==> config.mk <==
export PLATFORM = sky130hd
export DESIGN_NAME = pl0_alu
export DESIGN_NICKNAME = d
export VERILOG_FILES = /design/src/rtl/pl0_pkg.sv /design/src/rtl/pl0_alu.sv
export SDC_FILE = /design/constraint.sdc
export NUM_CORES = 1
export LEC_CHECK = 0
export ABC_AREA = 1
export BUFFER_PORTS_ARGS = -buffer_cell sky130_fd_sc_hd__clkbuf_2
export CAP_MARGIN = 20
export CORE_UTILIZATION = 55
export DETAILED_ROUTE_END_ITERATION = 8
export PLACE_DENSITY = 0.76
export SKIP_LAST_GASP = 1
export SLEW_MARGIN = 10
export SYNTH_ARGS = -nofsm -noshare
export SYNTH_HDL_FRONTEND = slang
export SYNTH_SLANG_ARGS = --single-unit
==> constraint.sdc <==
create_clock -name vclk -period 11.4
set_clock_uncertainty 0.1 [all_clocks]
set_input_delay 1.71 -clock vclk [all_inputs]
set_output_delay 1.71 -clock vclk [all_outputs]
set_load 0.02 [all_outputs]
==> src/rtl/pl0_pkg.sv <==
// ----------------------------------------------------------------------------
// pl0_pkg: shared types and codes of the p-code execute core
// Beat structs, opcode and subcode values, result codes, sequencer states
// and the operation select of the shared arithmetic unit.
// ----------------------------------------------------------------------------
package pl0_pkg;

    typedef struct packed {
        logic        [3:0]  opcode;
        logic        [3:0]  level_diff;
        logic signed [31:0] operand;
        logic signed [31:0] read_value;
    } t_in_beat;

    typedef struct packed {
        logic        [10:0] next_pc;
        logic               halted;
        logic        [1:0]  io_event;
        logic signed [31:0] print_value;
        logic        [1:0]  fault;
    } t_out_beat;

    localparam logic [3:0] OP_LIT  = 4'd0;
    localparam logic [3:0] OP_OPR  = 4'd1;
    localparam logic [3:0] OP_LOD  = 4'd2;
    localparam logic [3:0] OP_STO  = 4'd3;
    localparam logic [3:0] OP_CAL  = 4'd4;
    localparam logic [3:0] OP_INT  = 4'd5;
    localparam logic [3:0] OP_JMP  = 4'd6;
    localparam logic [3:0] OP_JPC  = 4'd7;
    localparam logic [3:0] OP_LODI = 4'd8;
    localparam logic [3:0] OP_STI  = 4'd9;

    localparam logic [31:0] SUB_RET   = 32'd0;
    localparam logic [31:0] SUB_NEG   = 32'd1;
    localparam logic [31:0] SUB_ADD   = 32'd2;
    localparam logic [31:0] SUB_SUB   = 32'd3;
    localparam logic [31:0] SUB_MUL   = 32'd4;
    localparam logic [31:0] SUB_DIV   = 32'd5;
    localparam logic [31:0] SUB_ODD   = 32'd6;
    localparam logic [31:0] SUB_EQ    = 32'd8;
    localparam logic [31:0] SUB_NE    = 32'd9;
    localparam logic [31:0] SUB_LT    = 32'd10;
    localparam logic [31:0] SUB_GE    = 32'd11;
    localparam logic [31:0] SUB_GT    = 32'd12;
    localparam logic [31:0] SUB_LE    = 32'd13;
    localparam logic [31:0] SUB_PRINT = 32'd14;
    localparam logic [31:0] SUB_NL    = 32'd15;
    localparam logic [31:0] SUB_READ  = 32'd16;

    localparam logic [1:0] IO_NONE  = 2'd0;
    localparam logic [1:0] IO_PRINT = 2'd1;
    localparam logic [1:0] IO_NL    = 2'd2;
    localparam logic [1:0] IO_READ  = 2'd3;

    localparam logic [1:0] FAULT_NONE  = 2'd0;
    localparam logic [1:0] FAULT_OVER  = 2'd1;
    localparam logic [1:0] FAULT_UNDER = 2'd2;
    localparam logic [1:0] FAULT_DIV0  = 2'd3;

    typedef enum logic [3:0] {
        ALU_ADD, ALU_SUB, ALU_MUL, ALU_NEG, ALU_ODD,
        ALU_EQ, ALU_NE, ALU_LT, ALU_GE, ALU_GT, ALU_LE
    } t_alu_op;

    typedef enum logic [3:0] {
        ST_CLEAR, ST_IDLE, ST_CHECK, ST_RDA, ST_RDB, ST_POST, ST_CHAIN,
        ST_LINK, ST_ADDR, ST_LOAD, ST_CALL0, ST_CALL1, ST_CALL2, ST_DIV, ST_FIN
    } t_state;

    // Maps an operate subcode to the arithmetic unit's operation.
    function automatic t_alu_op alu_op_of(input logic [31:0] sub);
        t_alu_op op;
        op = ALU_ADD;
        unique case (sub)
            SUB_SUB: op = ALU_SUB;
            SUB_MUL: op = ALU_MUL;
            SUB_NEG: op = ALU_NEG;
            SUB_ODD: op = ALU_ODD;
            SUB_EQ:  op = ALU_EQ;
            SUB_NE:  op = ALU_NE;
            SUB_LT:  op = ALU_LT;
            SUB_GE:  op = ALU_GE;
            SUB_GT:  op = ALU_GT;
            SUB_LE:  op = ALU_LE;
            default: op = ALU_ADD;
        endcase
        return op;
    endfunction

endpackage

==> src/rtl/pl0_alu.sv <==
// ----------------------------------------------------------------------------
// pl0_alu: shared arithmetic and compare unit
// Add, subtract, multiply, negate, odd test and the six signed compares.
// ----------------------------------------------------------------------------
module pl0_alu (
    input  pl0_pkg::t_alu_op i_op,
    input  logic [31:0]      i_x,
    input  logic [31:0]      i_y,
    output logic [31:0]      o_res
);

    logic [32:0] diff;
    logic [31:0] prod;
    logic        lt;
    logic        eq;

    assign diff = {i_x[31], i_x} - {i_y[31], i_y};
    assign prod = i_x * i_y;
    assign lt   = diff[32];
    assign eq   = (i_x == i_y);

    always_comb begin
        unique case (i_op)
            pl0_pkg::ALU_ADD: o_res = i_x + i_y;
            pl0_pkg::ALU_SUB: o_res = diff[31:0];
            pl0_pkg::ALU_MUL: o_res = prod;
            pl0_pkg::ALU_NEG: o_res = 32'd0 - i_x;
            // Remainder by two truncates toward zero, so it keeps the sign.
            pl0_pkg::ALU_ODD: o_res = !i_x[0] ? 32'd0 : (i_x[31] ? 32'hFFFF_FFFF : 32'd1);
            pl0_pkg::ALU_EQ:  o_res = {31'd0, eq};
            pl0_pkg::ALU_NE:  o_res = {31'd0, !eq};
            pl0_pkg::ALU_LT:  o_res = {31'd0, lt};
            pl0_pkg::ALU_GE:  o_res = {31'd0, !lt};
            pl0_pkg::ALU_GT:  o_res = {31'd0, !lt && !eq};
            pl0_pkg::ALU_LE:  o_res = {31'd0, lt || eq};
            default:          o_res = i_x + i_y;
        endcase
    end

endmodule

==> flow_summary.ini <==
[worst_hold_path]
hp-start = i_op[1]
whs_endpoint = o_res[0]
hp-class = in -> out
min_path_cells = 7

[detailed_routing]
post_drt_via_cell_ratio = 5.404
postRouteAntennaNets = 0
dr_total_vias = 21082
wire_per_inst_um = 18.39
first_pass_iters = 6
drc_errors = 0
drt-initial-drc-count = 1882
wl_mm = 71.75

[timing]
rsz0062_at_grt = no
maxSlewViolCount = 0
report.final.hold_viol_count = 0
fin_crit_sh = 0.9378
fin_setup_tns_ps = 0
setup_viol_count_final = 0
tightest_slew_ps = 956.0
max_slew_margin = 0.3627
fmax_ghz = 0.09354
period_needed_ps = 10690

[clocking]
cts_hold_buf = 0
cts_resized = 0
post-cts-setup-buffers = 0

[grt]
antenna_found_initial = 0
grt_pass1_wl_mm = 114.6
grt_max_degree = 35
grt_overflow = 0
first_global_vias = 21102
grt_use_total = 0.3585

[cells_and_area]
final_nets = 4042
areaGrowthSynthToFinish_pct = 3.705
fin_cells = 3901
drive_above_1_share = 0.05363
clkbuf_count = 0
n_fill_cell = 3909
flops_and_latches = 0
regArea_um2 = 0

[synthesis]
yosysUniqueCellTypes = 54
avgSynthCellArea_um2 = 6.611
ys.warnings.count = 0
netlist_area_mm2 = 0.02239
syn_inst = 3387
syn-num-nets = 4052
ys_seq_area_frac = 0

[critical_path]
worst-path-max-fanout = 20
path_common_cell = fa_1
cp_num_buf_inv = 7
worstSetupStartpointType = primary input
critPathKind = in -> out
crit_required_ps = 9590
cpPeakStageDelay_ps = 570
crit_family = adder cells
slowest_stage = clkbuf_2
critPathCaptureType = primary output
cp.arrival_ps = 8880

[status]
outcome = completed

[die]
start_util = 0.5610
die_w_um = 203.8
rows = 73
die_area_mm2 = 0.04152
die_h_um = 203.8
ioPinCount = 100
core_mm2 = 0.03991

[placement]
place_inst = 3900
dpl.hpwl_mm = 60.47
gp_congestion = 1.083
io_buffer_count = 100

[flow_run]
drv_cap = 0
==> metal layers <==
layer  vias to the layer above  part of all wire  routed length, um  global-route usage
li1                       9874                 -                  -                   -
met1                     10031              0.40              28900              0.4822
met2                      1019              0.46              32760              0.5807
met3                       158             0.099               7108             0.05817
met4                         0             0.042               2991              0.1321
met5                         -                 0                  0                   0
==> synthesized netlist by cell type, drive strengths merged, types with 5 or more instances <==
cell      n  area, um2
o21ai   101      516.8
nand3   119      595.6
nand3b   11      82.58
o211ai    6      45.04
a31oi    15      93.84
nand4    29      181.4
buf      51      242.7
inv     972       3649
o21a     12      90.09
fa      410       8208
xor2     24      210.2
or2      17      106.4
nand2   909       3430
ha      187       2340
o21bai   14      105.1
o31ai     5      37.54
nor4      7      43.79
a21o     16      120.1
nor3     26      151.4
nor2    165      654.4
xnor2     9      78.83
a21oi   148      748.2
clkbuf   99      375.4
==> per-stage QoR <==
stage | cell area [um2] | utilization | hold slack (ps) | worst slack, ps
3_5_place_dp | 23220 | 0.5817 | 4027 | 831.2
6_report | 23220 | 0.5818 | 4039 | 708.9
4_1_cts | 23220 | 0.5817 | 4035 | 804.4
5_1_grt | 23220 | 0.5817 | 4113 | 381.1
3_3_place_gp | 23220 | 0.5817 | 4030 | 875.4
2_1_floorplan | 22390 | - | 3659 | 1588
==> area by class of cell <==
| cell class | instances | area (um2) | area share |
|---|---|---|---|
| Inverter | 974 | 3656 | 0.1574 |
| Tap cell | 525 | 656.9 | 0.02829 |
| Timing Repair Buffer | 138 | 785.8 | 0.03384 |
| Multi-Input combinational cell | 2263 | 18120 | 0.7803 |
| Antenna cell | 1 | 2.502 | 0.0001078 |
==> worst max path at each step <==
stage                       start   endpoint  slack [ps]  cells past startpoint
final                     i_x[12]  o_res[29]         710                     26
after CTS                  i_x[9]  o_res[30]         800                     25
after global placement     i_x[9]  o_res[30]         880                     25
after detailed placement  i_x[12]  o_res[29]         830                     26
after global routing       i_y[7]  o_res[29]         380                     26
after floorplan           i_x[13]  o_res[27]        1590                     28
==> kinds of logic (layout without fill, tap and decap cells) <==
group,Yosys count,count (layout),synth area share
other,0,1,0
and+or+nand+nor,1286,1286,0.2351
AOI/OAI and AO/OA,347,347,0.09008
adders and majority gates,597,597,0.4711
buffers and inverters,1124,1112,0.1909
xor gates and xnor gates,33,33,0.01291
==> cells in the final DEF, fill, tap and decap left out, drive strengths merged, types with 6 or more instances in the layout <==
cell / n
a21oi: 148
nand3b: 11
nor4: 7
o21ai: 101
inv: 972
or2: 17
ha: 187
fa: 410
xnor2: 9
o211ai: 6
o21bai: 14
nand4: 29
nor3: 26
nand2: 909
a31oi: 15
o21a: 12
a21o: 16
xor2: 24
clkbuf: 100
buf: 38
nor2: 165
nand3: 119
==> worst min-delay path, stage by stage <==
cell	delay, ps
clkbuf_2	100
nand2_1	100
nor2_1	110
nand2_1	70
nand3_1	60
o21a_1	120
clkbuf_2	160
