[src/rtl/pl0_div.sv]
// ----------------------------------------------------------------------------
// pl0_div: iterative signed divider
// Restoring division on magnitudes, one quotient bit per cycle, truncating.
// ----------------------------------------------------------------------------
module pl0_div (
    input  logic        i_clk,
    input  logic        i_rst_n,
    input  logic        i_start,
    input  logic [31:0] i_dividend,
    input  logic [31:0] i_divisor,
    output logic        o_done,
    output logic [31:0] o_quot
);

    logic        r_busy, n_busy;
    logic        r_done, n_done;
    logic [4:0]  r_cnt,  n_cnt;
    logic [31:0] r_rem,  n_rem;
    logic [31:0] r_q,    n_q;
    logic [31:0] r_d,    n_d;
    logic        r_neg,  n_neg;
    logic [32:0] shifted;
    logic [32:0] trial;

    assign shifted = {r_rem, r_q[31]};
    assign trial   = shifted - {1'b0, r_d};

    always_comb begin
        n_busy = r_busy;
        n_done = 1'b0;
        n_cnt  = r_cnt;
        n_rem  = r_rem;
        n_q    = r_q;
        n_d    = r_d;
        n_neg  = r_neg;
        if (i_start) begin
            n_busy = 1'b1;
            n_cnt  = 5'd31;
            n_rem  = 32'd0;
            n_q    = i_dividend[31] ? 32'd0 - i_dividend : i_dividend;
            n_d    = i_divisor[31]  ? 32'd0 - i_divisor  : i_divisor;
            n_neg  = i_dividend[31] ^ i_divisor[31];
        end else if (r_busy) begin
            if (!trial[32]) begin
                n_rem = trial[31:0];
                n_q   = {r_q[30:0], 1'b1};
            end else begin
                n_rem = shifted[31:0];
                n_q   = {r_q[30:0], 1'b0};
            end
            n_cnt = r_cnt - 5'd1;
            if (r_cnt == 5'd0) begin
                n_busy = 1'b0;
                n_done = 1'b1;
            end
        end
    end

    always_ff @(posedge i_clk) begin
        if (!i_rst_n) begin
            r_busy <= 1'b0;
            r_done <= 1'b0;
        end else begin
            r_busy <= n_busy;
            r_done <= n_done;
        end
        r_cnt <= n_cnt;
        r_rem <= n_rem;
        r_q   <= n_q;
        r_d   <= n_d;
        r_neg <= n_neg;
    end

    assign o_done = r_done;
    assign o_quot = r_neg ? 32'd0 - r_q : r_q;

endmodule
[config.mk]
export PLATFORM = sky130hd
export DESIGN_NAME = pl0_div
export DESIGN_NICKNAME = d
export VERILOG_FILES = /design/src/rtl/pl0_div.sv
export SDC_FILE = /design/constraint.sdc
export NUM_CORES = 1
export LEC_CHECK = 0
export BUFFER_PORTS_ARGS = -buffer_cell sky130_fd_sc_hd__buf_2
export CORE_ASPECT_RATIO = 0.9
export CORE_MARGIN = 5
export CORE_UTILIZATION = 64
export CTS_BUF_LIST = sky130_fd_sc_hd__clkbuf_16
export DETAILED_ROUTE_END_ITERATION = 16
export GPL_TIMING_DRIVEN = 0
export PLACE_DENSITY = 0.87
export SETUP_SLACK_MARGIN = 0.02
export SYNTH_ARGS = -nofsm -noshare
export SYNTH_HDL_FRONTEND = slang
export SYNTH_SLANG_ARGS = --single-unit
[constraint.sdc]
create_clock -name i_clk -period 5.95 [get_ports i_clk]
set_input_delay 1.19 -clock i_clk [delete_from_list [all_inputs] [get_ports i_clk]]
set_output_delay 1.19 -clock i_clk [all_outputs]
set_load 0.005 [all_outputs]
==> summary.txt, run 1 <==
Route
  • Starting DRT DRC Count: 668
  • DRT Pass-1 Iters: 5
  • Via density: 6.25
  • Drt drc: 0
  • Routed vias: 7,286
  • DRT Wirelength: 21,200 um
  • Drt wl/cell: 18.2 um
  • Post-route ant nets: 0

Timing
  • Slew margin rel.: 0.135
  • Hold WS: 497 ps
  • Fin Clk Skew: 7.89 ps
  • RSZ-0062 raised after global routing: no
  • Fin Setup TNS: 0 ps
  • Final WS setup: 1470 ps
  • Worst slew pin tran: 1300 ps
  • Hold Violations, Final: 0
  • Slew Limit Fails: 0
  • Fmax: 223 MHz
  • Shortest period the worst path allows: 4480 ps
  • Tcrit/Tclk final: 0.753
  • Setup violators final: 0

Clock tree
  • Worst-path clk slew: 70 ps
  • Post-CTS setup buffer count: 0
  • CTS tree: yes
  • CTS Sinks: 104
  • Clk buf depth: 2
  • Total CTS buffers: 9
  • CTS resizes: 0
  • Post-CTS Hold Buffers: 0
  • Root buffer cell: clkbuf_16
  • Worst skew pair latency: 350 ps
  • # H-tree levels: 3

Logic synthesis
  • EDFF count, synth: 65
  • Mapped cell area: 0.00776 mm^2
  • FF+latch count, synth: 104
  • FFs w/ async S/R, synth: 0
  • Mean Syn Cell Area: 8.72 um^2
  • Seq/Total Area, Yosys: 0.352
  • Cell count after synthesis: 890
  • Yosys cell types: 64
  • Synth Warn #: 0
  • Ys flop type: edfxtp_1
  • Post-Syn Nets: 994

Place
  • DP Wirelength: 16,000 um
  • DP Worst Slack: 1520 ps
  • Port bufs: 99
  • Gpl congestion: 0.940

Worst setup path
  • Critical path peak fanout: 4
  • Flop2flop setup slack: 2210 ps
  • CP Cell Sequence: inv_1, ha_1, nor2b_1, nand4_1, or4_1, nand2b_1, nand2b_1, o41ai_1, xnor2_1, buf_2
  • R2R cell count: 12
  • Worst Path Required: 4760 ps
  • CP peak stage delay: 520 ps
  • Reg2reg end: r_rem[24]$_SDFFE_PP0P_
  • Critical path type: reg -> out
  • Worst EP arrival: 3290 ps
  • Critical Path Start Type: flip-flop
  • Crit path max-delay cell type: or4_1
  • Setup crit end kind: primary output
  • Worst R2R Start: r_q[31]$_DFFE_PP_
  • Crit path launch: r_q[1]$_DFFE_PP_
  • Most frequent CP cell: nand2b_1

Final layout
  • Final core occ: 0.730
  • Share of layout cells above drive strength 1: 0.139
  • Area grow syn2layout: 12.7%
  • Final nets: 1,104

Worst hold path
  • Worst hold endpoint: r_rem[31]$_SDFFE_PP0P_
  • Worst min-delay path category: reg -> reg
  • Worst hold start: r_rem[31]$_SDFFE_PP0P_
  • Hold Path Stages: 2

Job
  • Max cap viols: 0

Die
  • Die Y: 114 um
  • Die area: 0.0144 mm^2
  • Initial core utilization: 0.648
  • Std-Cell Rows: 38
  • Core area: 0.0120 mm^2
  • I/O Pins: 100
  • Die W: 126 um

Global routing
  • First-pass GRT wire length: 34,000 um
  • Grt total ovfl: 0
  • Pin count of the biggest net entering global routing: 35
  • Initial antenna violation count: 0
  • Total GRT Usage: 0.289
  • Vias in the first global route: 7,130

Pwr
  • Leakage: 3.42 nW
  • Pwr Density: 235 mW/mm^2
  • Max IR drop VDD: 0.191 mV

Outcome
  • Status: finished clean
-- metrics by stage --
stage / std cells / total power [mW] / cell area (um^2)
floorplan: 890 / 1.27 / 7760
global placement: 1149 / 1.45 / 8460
detailed placement: 1149 / 1.46 / 8460
CTS: 1165 / 2.04 / 8750
global route: 1165 / 2.15 / 8750
finish: 1166 / 2.06 / 8750
-- report_power, final --
group / switching (mW) / total, mW / leakage (nW) / internal, mW
Combinational: 0.340 / 0.578 / 2.31 / 0.238
Clock: 0.277 / 0.588 / 0.150 / 0.311
Sequential: 0.0492 / 0.890 / 0.956 / 0.841
-- registers in the layout, indices dropped and copies added, names as in the netlist --
register and cells:
r_neg 1, o_done 1, r_q 32, r_busy 1, r_cnt 5, r_rem 32, r_d 32
-- cells by family (layout without fill, tap and decap cells) --
kind of cell | Yosys count | in the layout | synth area share
AOI/OAI and AO/OA | 239 | 239 | 0.200
xor gates and xnor gates | 120 | 120 | 0.135
adders and majority gates | 37 | 37 | 0.0606
buffers and inverters | 93 | 208 | 0.0458
DFF | 104 | 104 | 0.352
muxes | 25 | 25 | 0.0329
other | 0 | 1 | 0
and+or+nand+nor | 272 | 272 | 0.173
-- worst max-delay path by stage --
stage,cells after the start,endpoint,slack (ps)
2_1_floorplan,10,r_q[28]$_DFFE_PP_,2050
5_1_grt,10,o_quot[26],1340
3_5_place_dp,11,r_q[30]$_DFFE_PP_,1520
4_1_cts,10,o_quot[26],1530
3_3_place_gp,11,r_q[28]$_DFFE_PP_,1610
6_report,10,o_quot[26],1470
-- synth_stat cells (3+ instances only) --
master     count  area (um^2)
o211ai_1       6         45.0
xnor2_1       82          718
xor2_1        38          333
a21oi_1       62          310
edfxtp_1      65         1950
a2111oi_0      4         35.0
nor3_1        14         70.1
o41ai_1       10         87.6
inv_1         51          191
nor2_1        75          282
nor4_1         7         43.8
nand2_1       83          312
nand2b_1      13         81.3
o31ai_1       26          195
ha_1          36          450
o21ai_0       49          245
or4_4          4         45.0
o21bai_1       7         52.6
or2_2          4         25.0
o21ai_2        3         26.3
and3_1         6         37.5
o221ai_1       6         52.6
or4_1         12         90.1
nor2b_1       10         62.6
or3_1         10         62.6
o21a_1         6         45.0
nand3_1       12         60.1
a21o_1         9         67.6
a211oi_1      21          158
clkbuf_1      38          143
nand4_1        6         37.5
mux2i_1       21          210
dfxtp_1       39          781
mux2_2         4         45.0
a31oi_1        8         50.1
nand3b_1       5         37.5
-- layout make-up --
type | instances | area (um^2)
Antenna cell | 1 | 2.50
Buffer | 42 | 164
Clock buffer | 10 | 250
Clock inverter | 6 | 38.8
Fill cell | 927 | 3230
Inverter | 51 | 191
Multi-Input combinational cell | 693 | 4680
Sequential cell | 104 | 2730
Tap cell | 160 | 200
Timing Repair Buffer | 99 | 495
-- cell usage in the layout, fill, tap and decap left out, types with 9 or more instances in the layout --
| cell type | netlist | final |
|---|---|---|
| a211oi_1 | 21 | 21 |
| a21o_1 | 9 | 9 |
| a21oi_1 | 62 | 62 |
| buf_2 | 2 | 101 |
| clkbuf_1 | 38 | 38 |
| clkbuf_16 | 0 | 10 |
| dfxtp_1 | 39 | 39 |
| edfxtp_1 | 65 | 65 |
| ha_1 | 36 | 36 |
| inv_1 | 51 | 52 |
| mux2i_1 | 21 | 21 |
| nand2_1 | 83 | 83 |
| nand2b_1 | 13 | 13 |
| nand3_1 | 12 | 12 |
| nor2_1 | 75 | 75 |
| nor2b_1 | 10 | 10 |
| nor3_1 | 14 | 14 |
| o21ai_0 | 49 | 49 |
| o31ai_1 | 26 | 26 |
| o41ai_1 | 10 | 10 |
| or3_1 | 10 | 10 |
| or4_1 | 12 | 12 |
| xnor2_1 | 82 | 82 |
| xor2_1 | 38 | 38 |
-- metal layers --
layer	up-vias	global-route usage	wire [um]
met3	47	0.0457	1650
met4	0	0.131	558
li1	3443	-	-
met5	-	0	0
met1	3460	0.359	8650
met2	336	0.498	10400
-- worst max-delay path, delay by kind of cell, from the launching register on --
| family | cells | cell delay (ps) |
|---|---|---|
| flops | 1 | 440 |
| compound gates | 1 | 370 |
| buf+inv | 2 | 270 |
| simple gates | 5 | 1460 |
| xor+xnor | 1 | 180 |
| fa+ha+maj | 1 | 210 |
No activity file was read; power rests on OpenSTA's default activity.
==> run 2: changes to the inputs <==
Settings changed: CORE_UTILIZATION 64 to 59, PLACE_DENSITY 0.87 to 0.81.
Clock period 5.95 ns to 4.45 ns, I/O delays scaled along.
==> summary.txt, run 2 (synthesis results as in run 1) <==
Place
  • DP Wirelength: 15,900 um
  • DP Worst Slack: 406 ps
  • Gpl congestion: 0.890
  • Port bufs: 99

Route
  • Post-route ant nets: 0
  • Starting DRT DRC Count: 665
  • Drt drc: 0
  • DRT Pass-1 Iters: 5
  • DRT Wirelength: 21,100 um
  • Via density: 6.16
  • Routed vias: 7,206
  • Drt wl/cell: 18.0 um

Timing
  • Slew Limit Fails: 0
  • Hold Violations, Final: 0
  • Slew margin rel.: 0.0769
  • Fin Setup TNS: 0 ps
  • Fmax: 250 MHz
  • Final WS setup: 443 ps
  • RSZ-0062 raised after global routing: no
  • Fin Clk Skew: 6.01 ps
  • Tcrit/Tclk final: 0.901
  • Worst slew pin tran: 1380 ps
  • Setup violators final: 0
  • Shortest period the worst path allows: 4010 ps

Final layout
  • Area grow syn2layout: 13.0%
  • Commonest non-fill, non-tap cells in the layout: 101 x buf_2, 83 x nand2_1, 82 x xnor2_1, 75 x nor2_1, 65 x edfxtp_1
  • Final nets: 1,104
  • Most common cell after layout, fill and taps aside: buf_2
  • Largest regs: r_d x32, r_q x32, r_rem x32
  • Share of layout cells above drive strength 1: 0.138

Clock tree
  • Clk buf depth: 2
  • Worst-path clk slew: 70 ps
  • Post-CTS setup buffer count: 0
  • Root buffer cell: clkbuf_16
  • Worst skew pair latency: 350 ps
  • Post-CTS Hold Buffers: 0
  • CTS tree: yes
  • CTS Sinks: 104
  • CTS resizes: 0
  • # H-tree levels: 3
  • Total CTS buffers: 9

Die
  • Die area: 0.0156 mm^2
  • Die Y: 119 um
  • Core area: 0.0128 mm^2
  • Initial core utilization: 0.607
  • Std-Cell Rows: 39
  • I/O Pins: 100
  • Die W: 131 um

Global routing
  • Initial antenna violation count: 2
  • Total GRT Usage: 0.273
  • Pin count of the biggest net entering global routing: 35
  • First-pass GRT wire length: 34,300 um
  • Vias in the first global route: 7,006
  • Grt total ovfl: 0

Pwr
  • Overall Power: 2.77 mW
  • Leakage: 3.43 nW
  • Pwr Density: 316 mW/mm^2
  • Max IR drop VDD: 0.224 mV

Worst setup path
  • Setup crit end kind: primary output
  • Worst EP arrival: 3120 ps
  • Critical path peak fanout: 4
  • Critical path type: reg -> out
  • Crit path launch: r_q[1]$_DFFE_PP_
  • Worst R2R Start: r_q[31]$_DFFE_PP_
  • Worst Path Required: 3560 ps
  • Critical Path Start Type: flip-flop

Outcome
  • Status: finished clean

Worst hold path
  • Worst hold start: r_rem[17]$_SDFFE_PP0P_
  • Worst min-delay path category: reg -> reg

Job
  • Max cap viols: 0
[run 2: metal layers]
| layer | share of wire | track usage |
|---|---|---|
| met5 | 0.00062 | 0 |
| met4 | 0.019 | 0.0816 |
| met2 | 0.46 | 0.432 |
| met1 | 0.44 | 0.383 |
| met3 | 0.081 | 0.0497 |
[run 2: through the flow]
step / util / hold WS, ps / cell area (um^2) / std cells
2_1_floorplan: - / 453 / 7760 / 890
3_3_place_gp: 0.662 / 473 / 8460 / 1153
3_5_place_dp: 0.662 / 484 / 8460 / 1153
4_1_cts: 0.686 / 493 / 8770 / 1169
5_1_grt: 0.686 / 520 / 8770 / 1169
6_report: 0.686 / 502 / 8770 / 1170
[run 2: final cells by class]
type	count	area, um^2
inverter	51	191
antenna	1	2.50
fill	1044	4020
timing repair buffer	99	495
tap	164	205
multi-input combinational	693	4680
clock buffer	11	275
clock inverter	5	27.5
buffer	42	164
sequential	104	2730
[run 2: worst paths after layout]
path	endpoint	slack [ps]	cells after the start
hold / removal	r_rem[17]$_SDFFE_PP0P_	500	2
setup / recovery	o_quot[26]	440	10
setup reg to reg	r_rem[29]$_SDFFE_PP0P_	710	12
hold reg to reg	r_rem[17]$_SDFFE_PP0P_	500	2
[run 2: worst max-delay path, cell delays in order, from the launching register on]
cell      delay (ps)
edfxtp_1         430
inv_1            120
ha_1             190
nor2b_1          240
nand4_1          170
or4_1            520
nand2b_1         230
nand2b_1         230
o41ai_1          340
xnor2_1          170
buf_2            130
[run 2: power breakdown]
| part | switching, mW | internal [mW] |
|---|---|---|
| clock | 0.364 | 0.446 |
| combinational | 0.450 | 0.317 |
| sequential | 0.0654 | 1.12 |
